`src/swa_pkg.sv`:
```
package swa_pkg;

    // Sizing of the sample store and the arithmetic.
    localparam int WINDOW_MAX  = 64;
    localparam int SAMPLE_BITS = 16;
    localparam int IDX_W       = $clog2(WINDOW_MAX);
    localparam int CNT_W       = $clog2(WINDOW_MAX + 1);
    localparam int SUM_W       = SAMPLE_BITS + IDX_W;
    localparam int WIN_CFG_W   = 7;
    localparam int WIN_RESET   = 16;

    // Item operation codes.
    localparam logic OP_PUSH  = 1'b0;
    localparam logic OP_QUERY = 1'b1;

    // Average reported while the store holds no sample (-1.0 in Q8.8).
    localparam logic signed [SAMPLE_BITS-1:0] EMPTY_MARK = SAMPLE_BITS'(-256);

    typedef struct packed {
        logic                          opcode;
        logic signed [SAMPLE_BITS-1:0] sample;
    } swa_in_t;

    typedef struct packed {
        logic signed [SAMPLE_BITS-1:0] average;
        logic                          empty_res;
    } swa_out_t;

    // Commands from the sequencer to the sample store.
    typedef struct packed {
        logic clear;
        logic rd_en;
        logic upd_en;
    } swa_store_cmd_t;

    // Store status seen by the sequencer.
    typedef struct packed {
        logic [CNT_W-1:0]        count;
        logic signed [SUM_W-1:0] sum;
    } swa_store_stat_t;

    // Saturate the written window length into the range 1 .. WINDOW_MAX.
    function automatic logic [CNT_W-1:0] eff_window(input logic [WIN_CFG_W-1:0] wl);
        logic [CNT_W-1:0] res;
        if (wl == '0) begin
            res = CNT_W'(1);
        end else if (int'(wl) > WINDOW_MAX) begin
            res = CNT_W'(WINDOW_MAX);
        end else begin
            res = CNT_W'(wl);
        end
        return res;
    endfunction

endpackage

```
`src/swa_store.sv`:
```
module swa_store (
    input  logic                                 aclk,
    input  logic                                 aresetn,
    input  swa_pkg::swa_store_cmd_t              cmd,
    input  logic signed [swa_pkg::SAMPLE_BITS-1:0] sample,
    input  logic [swa_pkg::CNT_W-1:0]            win,
    output swa_pkg::swa_store_stat_t             stat
);

    logic signed [swa_pkg::SAMPLE_BITS-1:0] ring [swa_pkg::WINDOW_MAX];
    logic signed [swa_pkg::SAMPLE_BITS-1:0] old_reg;
    logic [swa_pkg::IDX_W-1:0]              ptr_reg, ptr_next;
    logic [swa_pkg::CNT_W-1:0]              count_reg, count_next;
    logic signed [swa_pkg::SUM_W-1:0]       sum_reg, sum_next;
    logic                                   full;
    logic [swa_pkg::IDX_W-1:0]              wr_addr;
    logic signed [swa_pkg::SUM_W-1:0]       drop;

    assign full    = (count_reg >= win);
    assign wr_addr = full ? ptr_reg : count_reg[swa_pkg::IDX_W-1:0];
    assign drop    = full ? swa_pkg::SUM_W'(old_reg) : '0;

    // Next pointer, count and sum for a pushed sample.
    always_comb begin
        ptr_next   = ptr_reg;
        count_next = count_reg;
        sum_next   = sum_reg;
        if (cmd.clear) begin
            ptr_next   = '0;
            count_next = '0;
            sum_next   = '0;
        end else if (cmd.upd_en) begin
            sum_next = sum_reg + swa_pkg::SUM_W'(sample) - drop;
            if (full) begin
                if (swa_pkg::CNT_W'(ptr_reg) + swa_pkg::CNT_W'(1) == win) begin
                    ptr_next = '0;
                end else begin
                    ptr_next = ptr_reg + swa_pkg::IDX_W'(1);
                end
            end else begin
                count_next = count_reg + swa_pkg::CNT_W'(1);
            end
        end
    end

    always_ff @(posedge aclk) begin
        if (!aresetn) begin
            ptr_reg   <= '0;
            count_reg <= '0;
            sum_reg   <= '0;
        end else begin
            ptr_reg   <= ptr_next;
            count_reg <= count_next;
            sum_reg   <= sum_next;
        end
    end

    // Sample memory: the oldest entry is read when an item is taken in,
    // and the new sample is written in the cycle after.
    always_ff @(posedge aclk) begin
        if (cmd.rd_en) begin
            old_reg <= ring[ptr_reg];
        end
        if (cmd.upd_en && !cmd.clear) begin
            ring[wr_addr] <= sample;
        end
    end

    assign stat.count = count_reg;
    assign stat.sum   = sum_reg;

endmodule

```
`src/swa_divider.sv`:
```
module swa_divider (
    input  logic                          aclk,
    input  logic                          aresetn,
    input  logic                          start,
    input  logic [swa_pkg::SUM_W-1:0]     dividend,
    input  logic [swa_pkg::CNT_W-1:0]     divisor,
    output logic                          done,
    output logic [swa_pkg::SUM_W-1:0]     quotient
);

    localparam int STEP_W = $clog2(swa_pkg::SUM_W);

    logic                          busy_reg, busy_next;
    logic                          done_reg, done_next;
    logic [STEP_W-1:0]             step_reg, step_next;
    logic [swa_pkg::CNT_W-1:0]     rem_reg, rem_next;
    logic [swa_pkg::SUM_W-1:0]     qd_reg, qd_next;
    logic [swa_pkg::CNT_W-1:0]     dvs_reg, dvs_next;
    logic [swa_pkg::CNT_W:0]       shifted;
    logic [swa_pkg::CNT_W+1:0]     diff;

    // One restoring step: shift in the next dividend bit and try a subtract.
    assign shifted = {rem_reg, qd_reg[swa_pkg::SUM_W-1]};
    assign diff    = {1'b0, shifted} - {2'b00, dvs_reg};

    always_comb begin
        busy_next = busy_reg;
        done_next = 1'b0;
        step_next = step_reg;
        rem_next  = rem_reg;
        qd_next   = qd_reg;
        dvs_next  = dvs_reg;
        if (start) begin
            busy_next = 1'b1;
            step_next = '0;
            rem_next  = '0;
            qd_next   = dividend;
            dvs_next  = divisor;
        end else if (busy_reg) begin
            if (diff[swa_pkg::CNT_W+1]) begin
                rem_next = shifted[swa_pkg::CNT_W-1:0];
                qd_next  = {qd_reg[swa_pkg::SUM_W-2:0], 1'b0};
            end else begin
                rem_next = diff[swa_pkg::CNT_W-1:0];
                qd_next  = {qd_reg[swa_pkg::SUM_W-2:0], 1'b1};
            end
            if (step_reg == STEP_W'(swa_pkg::SUM_W - 1)) begin
                busy_next = 1'b0;
                done_next = 1'b1;
            end else begin
                step_next = step_reg + STEP_W'(1);
            end
        end
    end

    always_ff @(posedge aclk) begin
        if (!aresetn) begin
            busy_reg <= 1'b0;
            done_reg <= 1'b0;
            step_reg <= '0;
        end else begin
            busy_reg <= busy_next;
            done_reg <= done_next;
            step_reg <= step_next;
        end
    end

    always_ff @(posedge aclk) begin
        rem_reg <= rem_next;
        qd_reg  <= qd_next;
        dvs_reg <= dvs_next;
    end

    assign done     = done_reg;
    assign quotient = qd_reg;

endmodule

```
`src/sliding_window_average.sv`:
```
// A push, or a query on a non-empty store, goes through the bit-serial divider;
// a query on an empty store does not and reports the empty marker.
// The sequencer holds a single item until its result transfer completes, so
// no new item is taken in before then.
// Reset: synchronous, active low; the window length returns to 16 and the store
// is empty at once (count and sum cleared, no clearing pass over the memory).
module sliding_window_average (
    input  logic                                  aclk,
    input  logic                                  aresetn,
    input  logic                                  cfg_wr_en,
    input  logic [swa_pkg::WIN_CFG_W-1:0]         cfg_wr_data,
    input  logic                                  s_valid,
    output logic                                  s_ready,
    input  swa_pkg::swa_in_t                      s_payload,
    output logic                                  m_valid,
    input  logic                                  m_ready,
    output swa_pkg::swa_out_t                     m_payload
);

    localparam logic [2:0] ST_IDLE = 3'd0;
    localparam logic [2:0] ST_UPD  = 3'd1;
    localparam logic [2:0] ST_CALC = 3'd2;
    localparam logic [2:0] ST_WAIT = 3'd3;
    localparam logic [2:0] ST_OUT  = 3'd4;

    logic [2:0]                             state_reg, state_next;
    logic [swa_pkg::CNT_W-1:0]              win_reg;
    logic signed [swa_pkg::SAMPLE_BITS-1:0] sample_reg;
    logic                                   neg_reg;
    swa_pkg::swa_out_t                      out_reg, out_next;
    swa_pkg::swa_store_cmd_t                cmd;
    swa_pkg::swa_store_stat_t               stat;
    logic                                   s_xfer;
    logic                                   div_start;
    logic                                   div_done;
    logic [swa_pkg::SUM_W-1:0]              magnitude;
    logic [swa_pkg::SUM_W-1:0]              quotient;
    logic [swa_pkg::SUM_W-1:0]              signed_quo;

    assign s_ready = (state_reg == ST_IDLE);
    assign m_valid = (state_reg == ST_OUT);
    assign m_payload = out_reg;
    assign s_xfer  = s_valid && s_ready;

    // Effective window length, saturated on each write.
    always_ff @(posedge aclk) begin
        if (!aresetn) begin
            win_reg <= swa_pkg::eff_window(swa_pkg::WIN_CFG_W'(swa_pkg::WIN_RESET));
        end else if (cfg_wr_en) begin
            win_reg <= swa_pkg::eff_window(cfg_wr_data);
        end
    end

    // Store commands: read the oldest sample on the input transfer, update next cycle.
    assign cmd.clear  = cfg_wr_en;
    assign cmd.rd_en  = s_xfer;
    assign cmd.upd_en = (state_reg == ST_UPD);

    swa_store u_store (
        .aclk    (aclk),
        .aresetn (aresetn),
        .cmd     (cmd),
        .sample  (sample_reg),
        .win     (win_reg),
        .stat    (stat)
    );

    // The divider works on the magnitude of the sum; the sign is applied after.
    assign magnitude = stat.sum[swa_pkg::SUM_W-1] ? (~stat.sum + swa_pkg::SUM_W'(1))
                                                  : stat.sum;
    assign div_start = (state_reg == ST_CALC) && (stat.count != '0);

    swa_divider u_div (
        .aclk     (aclk),
        .aresetn  (aresetn),
        .start    (div_start),
        .dividend (magnitude),
        .divisor  (stat.count),
        .done     (div_done),
        .quotient (quotient)
    );

    assign signed_quo = neg_reg ? (~quotient + swa_pkg::SUM_W'(1)) : quotient;

    // Item sequencer.
    always_comb begin
        state_next = state_reg;
        out_next   = out_reg;
        unique case (state_reg)
            ST_IDLE: begin
                if (s_xfer) begin
                    state_next = (s_payload.opcode == swa_pkg::OP_PUSH) ? ST_UPD : ST_CALC;
                end
            end
            ST_UPD: begin
                state_next = ST_CALC;
            end
            ST_CALC: begin
                if (stat.count == '0) begin
                    out_next.average   = swa_pkg::EMPTY_MARK;
                    out_next.empty_res = 1'b1;
                    state_next         = ST_OUT;
                end else begin
                    state_next = ST_WAIT;
                end
            end
            ST_WAIT: begin
                if (div_done) begin
                    out_next.average   = signed_quo[swa_pkg::SAMPLE_BITS-1:0];
                    out_next.empty_res = 1'b0;
                    state_next         = ST_OUT;
                end
            end
            ST_OUT: begin
                if (m_ready) begin
                    state_next = ST_IDLE;
                end
            end
            default: begin
                state_next = ST_IDLE;
            end
        endcase
    end

    always_ff @(posedge aclk) begin
        if (!aresetn) begin
            state_reg <= ST_IDLE;
        end else begin
            state_reg <= state_next;
        end
    end

    // Item and result holding registers.
    always_ff @(posedge aclk) begin
        out_reg <= out_next;
        if (s_xfer) begin
            sample_reg <= s_payload.sample;
        end
        if (div_start) begin
            neg_reg <= stat.sum[swa_pkg::SUM_W-1];
        end
    end

    // The block never offers a result while it takes in an item.
    assert property (@(posedge aclk) disable iff (!aresetn) !(s_ready && m_valid))
        else $error("input and result channels active together");

    // The held count never exceeds the effective window.
    assert property (@(posedge aclk) disable iff (!aresetn) stat.count <= win_reg)
        else $error("held count above window length");

    // An empty result always carries the -1.0 marker.
    assert property (@(posedge aclk) disable iff (!aresetn)
        (m_valid && m_payload.empty_res) |-> (m_payload.average == swa_pkg::EMPTY_MARK))
        else $error("empty result without marker");

    // After an input transfer the block is busy in the next cycle.
    assert property (@(posedge aclk) disable iff (!aresetn) s_xfer |=> !s_ready)
        else $error("ready held high after input transfer");

endmodule

```
`config.mk`:
```
export PLATFORM = sky130hd
export DESIGN_NAME = sliding_window_average
export DESIGN_NICKNAME = d
export VERILOG_FILES = /design/src/swa_pkg.sv /design/src/swa_store.sv /design/src/swa_divider.sv /design/src/sliding_window_average.sv
export SDC_FILE = /design/constraint.sdc
export NUM_CORES = 1
export LEC_CHECK = 0
export CAP_MARGIN = 20
export CORE_ASPECT_RATIO = 0.5
export CORE_MARGIN = 2
export CORE_UTILIZATION = 25
export CTS_CLUSTER_DIAMETER = 120
export DETAILED_ROUTE_END_ITERATION = 12
export DONT_BUFFER_PORTS = 1
export SYNTH_ARGS = -nofsm -noshare
export SYNTH_HDL_FRONTEND = slang
export SYNTH_HIERARCHICAL = 1
export SYNTH_SLANG_ARGS = --single-unit
```
`constraint.sdc`:
```
create_clock -name aclk -period 4.7 [get_ports aclk]
set_input_delay 0.235 -clock aclk [delete_from_list [all_inputs] [get_ports aclk]]
set_output_delay 0.235 -clock aclk [all_outputs]
set_load 0.005 [all_outputs]
```
==> flow_summary.ini, run 1 <==
[status]
status = complete, no violations

[clock_tree]
cts_sinks = 1162
clock_latency_ns = 0.71
clockBufferDepth = 3
cts-root-buf = clkbuf_16
cts_tree = done
cts_buffers = 115
cts_setup_buffers = 0
cts.clk_slew.worst_paths_ns = 0.06
htree_levels = 3

[timing]
finClkSkew_ns = 0.0331
relSlewSlack_pct = 26.3
fin_crit_sh_pct = 95.9
tns_ns = 0
drv_slew = 0
hold_viol = 0
period_minus_slack_ns = 4.51
fin_ws_ns = 0.191
max_slew.worst_pin.slew_ns = 1.11
max_freq_mhz = 222
setup_viol = 0

[cells_and_area]
fin_area_sq_mm = 0.0569
n_fill_cell = 18800
final_net_count = 2839
drive_gt1_share_pct = 26.6
largest_reg_flops = 1024
area_growth_pct = 17.3

[yosys]
yosys_warnings = 6
yosys_register_bits = 1162
synth_edf_count = 1103
syn_area_sq_mm = 0.0486
avgSynthCellArea_sq_um = 18.8
syn_nets = 2683
yosysUniqueCellTypes = 74
ys_async_sr_fraction_pct = 0
synth_ff_type = edfxtp_1
syn_inst = 2589
synth-seq-area-share_pct = 70.6

[detailed_routing]
drc_errors = 0
routed_wl_microns = 120000
wl_per_cell_microns = 22.0
vias = 25500
drtIter0Drc = 2830
viasPerCell = 4.66
route.antenna.remaining_nets = 0
detailedRoute.firstPassIterationCount = 6

[global_routing]
grt_pass1_wl_microns = 176000
grt-ovfl-total = 0
track_usage_pct = 11.9
antenna_found_initial = 2
first_global_vias = 25800
grt_max_degree = 129

[floorplan]
die_y_microns = 316
ioPinCount = 48
rows = 114
start_util_pct = 25.1
die_area_sq_mm = 0.198
core_region_area_sq_mm = 0.193
fp.dieW_microns = 627

[place]
dp.final_hpwl_microns = 74000
numPortBuffers = 0
place_area_sq_mm = 0.0530
place.gp.congestion = 0.850
place_ws_ns = 0.105

[worst_setup_path]
start_kind = register
ff2ff_path_depth = 19
required_ns = 5.34
endpoint_kind = register
arrival_ns = 5.15
path_max_fanout = 13
worstSetupPathType = register to register

[worst_hold_path]
hold_class = primary input to register
worstHoldPathCells = 3

[flow_run]
maxCapViolCount = 0

[power_and_ir_drop]
leakage_nw = 17.3
powerDensity_mw_per_mm2 = 389
ir_worst_vdd_mv = 0.352
repair_timing:
item                                    4_1_cts  5_1_grt
endpoints found under the hold margin        52        0
endpoints found under the setup margin        0        6
hold buffers                                 28        0
resized for setup                             0        6
report_power, final:
group	internal, mW	leakage, nW	switching (mW)
Combinational	0.514	5.19	1.11
Clock	4.93	1.75	3.84
Sequential	11.6	10.4	0.112
Total	17.1	17.3	5.07
final timing paths:
path              slack, ns                 start                  end
hold / removal         0.05        cfg_wr_data[0]           win_reg[0]
setup reg to reg       0.19  u_store/count_reg[0]  u_store/sum_reg[21]
hold reg to reg        0.51      u_div/rem_reg[2]     u_div/rem_reg[2]
setup / recovery       0.19  u_store/count_reg[0]  u_store/sum_reg[21]
logic make-up (layout without fill, tap and decap cells):
kind of cell             after synthesis  count (layout)  share of synthesized area (%)
AO/OA/AOI/OAI                        247             247                           3.57
XOR/XNOR                              63              63                           1.14
adder cells (fa/ha/maj)               65              65                           2.01
buffers and inverters                270             527                           2.50
flip-flops                          1162            1162                           70.6
multiplexers                         365             365                           15.8
other                                  0               1                              0
AND/OR/NAND/NOR                      417             417                           4.30
worst max-delay path, cell delays in order (launching register included):
cell and delay (ns):
dfxtp_1 0.34, clkinv_1 0.09, ha_1 0.28, nand2b_1 0.15, a2111o_1 0.46, a31oi_4 0.25, o21ai_4 0.14, buf_4 0.19
nand2_1 0.10, inv_1 0.16, fa_1 0.51, inv_1 0.04, ha_1 0.37, nand4_1 0.24, nor2_1 0.07, a2bb2oi_1 0.20
o311ai_2 0.19, or2_1 0.30, mux2_2 0.28, nand3_1 0.07
through the flow:
| stage | power (mW) | hold WS (ns) | utilization (%) | instances |
|---|---|---|---|---|
| 6_report | 22.2 | 0.0546 | 29.5 | 5457 |
| 5_1_grt | 22.9 | 0.0376 | 29.5 | 5456 |
| 4_1_cts | 22.3 | 0.0183 | 29.5 | 5454 |
| 3_3_place_gp | 13.5 | 0.321 | 27.4 | 5194 |
| 2_1_floorplan | 13.0 | 0.334 | - | 2589 |
| 3_5_place_dp | 13.6 | 0.317 | 27.5 | 5208 |
cell usage after synthesis (all sizes together), types with 10 or more instances:
master	number	area (sq um)
fa	22	440
nand4	17	106
inv	122	458
nor2	93	352
mux4	320	7210
buf	73	474
o21ai	35	190
nor4	10	68.8
xor2	24	210
nand2b	17	106
a21o	11	83.8
xnor2	39	342
and2	27	169
nor2b	11	68.8
nand3	90	450
o41ai	12	105
o22ai	12	75.1
nor3	27	135
nand2	75	282
dfxtp	59	1180
a22oi	26	195
edfxtp	1103	33100
clkbuf	74	278
ha	43	538
mux2	24	270
or3	18	114
mux2i	21	210
a21oi	36	184
o31ai	71	538
cell usage in the layout, fill, tap and decap left out, drive strengths merged, types with 36 or more instances in the layout:
cell	n
edfxtp	1103
mux4	320
buf	157
clkbuf	157
inv	124
nor2	93
nand3	90
nand2	75
o31ai	71
dfxtp	59
clkinv	50
ha	43
xnor2	39
a21oi	36
area by class of cell:
class | count | area [sq um] | share of cell area (%)
Tap cell | 2610 | 3270 | 5.74
Multi-Input combinational cell | 1157 | 13600 | 23.9
Sequential cell | 1162 | 34300 | 60.3
Inverter | 123 | 462 | 0.811
Clock inverter | 62 | 463 | 0.813
Clock buffer | 156 | 3130 | 5.49
Antenna cell | 1 | 2.50 | 0.00439
Timing Repair Buffer | 186 | 1670 | 2.94
layer usage:
layer	vias to the layer above	GRT usage, %	routed length [microns]
li1	10800	-	-
met1	13500	16.0	50300
met2	991	19.8	58000
met3	162	2.05	8710
met4	0	3.67	3100
met5	-	0	0
No activity file was read; power rests on OpenSTA's default activity.
==> run 2, diff against run 1 <==
--- a/config.mk
+++ b/config.mk
@@ -6,7 +6,7 @@
 export NUM_CORES = 1
 export LEC_CHECK = 0
 export CAP_MARGIN = 20
-export CORE_ASPECT_RATIO = 0.5
+export CORE_ASPECT_RATIO = 1.2
 export CORE_MARGIN = 2
 export CORE_UTILIZATION = 25
 export CTS_CLUSTER_DIAMETER = 120
==> run 2 against run 1 <==
Net effect: clock power decreased by 2%; die area decreased by 0.10%; combinational power about the same; clock skew decreased by 0.015 ns; critical endpoint unchanged; hold slack improved by 0.018 ns; core utilization about the same; via count decreased by 1.8%; clock-buffer cell count decreased by 11; critical path depth decreased by 2; fmax increased by 1.1%.
==> flow_summary.ini, run 2 (synthesized netlist as in run 1, its figures left out) <==
[power_and_ir_drop]
internal_power_mw = 16.9
sw_frac_of_total_pct = 22.8
clkPwrFrac_pct = 39.2
pwr-share-seq_pct = 53.5
powerDensity_mw_per_mm2 = 385
leakage_nw = 17.3
ir_worst_vdd_mv = 0.342
pwr-share-comb_pct = 7.3
switchingPower_mw = 5.01

[clock_tree]
cts_setup_buffers = 0
cts-root-buf = clkbuf_16
clockBufferDepth = 3
htree_levels = 3
cts_sinks = 1162
cts_buffers = 110
cts.clk_slew.worst_paths_ns = 0.06
clock_latency_ns = 0.71
cts_tree = done

[cells_and_area]
final_cell_mix = edfxtp_1 (1103), mux4_2 (320), inv_1 (122)
area_growth_pct = 17.4
antennaDiodeCount = 0
final_net_count = 2821
final_common_cell = edfxtp_1
drive_gt1_share_pct = 25.9
largest_reg_flops = 1024

[worst_setup_path]
crit_path_top_delay_cell = fa_1
start_kind = register
endpoint_kind = register
crit_chain = clkinv_1 > ha_1 > nand2b_1 > a2111o_1 > a31oi_2 > o21ai_4 > and2_1 > fa_1 > inv_1 > ha_1 > a21o_1 > a31o_2 > o21ai_1 > o311ai_1 > or2_1 > mux2_2 > nand3_1
reg2reg_slack_ns = 0.24
ff2ff_path_depth = 17
max_stage_delay_ns = 0.47
worstSetupPathType = register to register
arrival_ns = 5.11
crit_top_cell = ha_1
required_ns = 5.35
r2r_end = u_store/sum_reg[21]
path_max_fanout = 17
rr_startpoint = u_store/count_reg[0]

[timing]
fin_hold_ws_ns = 0.0725
fin_crit_sh_pct = 94.9
drv_slew = 0
tns_ns = 0
rsz0062_at_grt = yes
finClkSkew_ns = 0.0181
max_freq_mhz = 224
relSlewSlack_pct = 30.7
period_minus_slack_ns = 4.46
max_slew.worst_pin.slew_ns = 1.04
hold_viol = 0
setup_viol = 0

[worst_hold_path]
worstHoldPathCells = 4
hold_class = primary input to register
min-delay-start = aresetn
hold_path_end = u_store/sum_reg[10]

[floorplan]
die_y_microns = 487
rows = 177
ioPinCount = 48
die_area_sq_mm = 0.198
core_region_area_sq_mm = 0.193
fp.dieW_microns = 406
start_util_pct = 25.1

[detailed_routing]
viasPerCell = 4.62
drtIter0Drc = 2525
drc_errors = 0
vias = 25000
wl_per_cell_microns = 21.7
routed_wl_microns = 117000
route.antenna.remaining_nets = 0
detailedRoute.firstPassIterationCount = 5

[global_routing]
grt_pass1_wl_microns = 172000
grt-ovfl-total = 0
first_global_vias = 25100
antenna_found_initial = 1
grt_max_degree = 129
track_usage_pct = 11.7

[flow_run]
maxCapViolCount = 0

[place]
numPortBuffers = 0
place.gp.congestion = 0.834
dp.final_hpwl_microns = 70100

[status]
status = complete, no violations
## run 2: metal layers
metal  vias to the layer above  routed length, microns  share of wire, %  GRT usage [%]
li1                      10800                       -                 -              -
met1                     13200                   47300                40           14.9
met2                       812                   59700                51           20.1
met3                       177                    7040               6.0           1.72
met4                         0                    3460               2.9           4.02
met5                         -                       0                 0              0
## run 2: cell type report
cell class / instances / area (sq um)
Clock buffer: 145 / 2970
Inverter: 123 / 462
Tap cell: 2595 / 3250
Timing Repair Buffer: 173 / 1710
Fill cell: 18700 / 136000
Multi-Input combinational cell: 1157 / 13800
Sequential cell: 1162 / 34300
Clock inverter: 61 / 507
## run 2: worst max path at each step
stage	slack (ns)	end	cells after the start	from
after floorplan	0.1	u_store/sum_reg[18]	19	u_store/count_reg[0]
after global placement	0.03	u_store/sum_reg[14]	19	u_store/count_reg[0]
after detailed placement	0.06	u_store/sum_reg[18]	17	u_store/count_reg[0]
after CTS	0.01	u_store/sum_reg[18]	17	u_store/count_reg[0]
after global routing	-0.002	u_store/sum_reg[21]	16	u_store/count_reg[0]
final	0.24	u_store/sum_reg[21]	17	u_store/count_reg[0]
## run 2: power by group through the flow
stage          clock network (mW)  logic [mW]  registers (mW)
3_5_place_dp                    0        1.57            12.0
6_report                     8.59        1.61            11.7
4_1_cts                      8.80        1.60            11.7
5_1_grt                      9.16        1.78            11.7
3_3_place_gp                    0        1.54            12.0
2_1_floorplan                   0       0.919            12.1
## run 2: timing repair
action	4_1_cts	5_1_grt
endpoints found under the hold margin	44	0
hold buffers	29	0
resized for setup	0	4
endpoints found under the setup margin	0	6
## run 2: critical path, delay by kind of cell, from the launching register on
family                   cells  cell delay, ns
flip-flops                   1            0.33
adder cells (fa/ha/maj)      3            1.09
buffers and inverters        2            0.12
AO/OA/AOI/OAI                7            1.82
multiplexers                 1            0.28
AND/OR/NAND/NOR              4            0.74
## run 2: through the flow
| stage | area, sq um | cells | utilization [%] | power, mW | setup slack, ns |
|---|---|---|---|---|---|
| 2_1_floorplan | 48600 | 2589 | - | 13.0 | 0.0968 |
| 3_3_place_gp | 53000 | 5171 | 27.4 | 13.5 | 0.0279 |
| 3_5_place_dp | 53200 | 5179 | 27.5 | 13.5 | 0.0610 |
| 4_1_cts | 57000 | 5414 | 29.5 | 22.1 | 0.0122 |
| 5_1_grt | 57000 | 5416 | 29.5 | 22.7 | -0.00171 |
| 6_report | 57000 | 5416 | 29.5 | 21.9 | 0.242 |
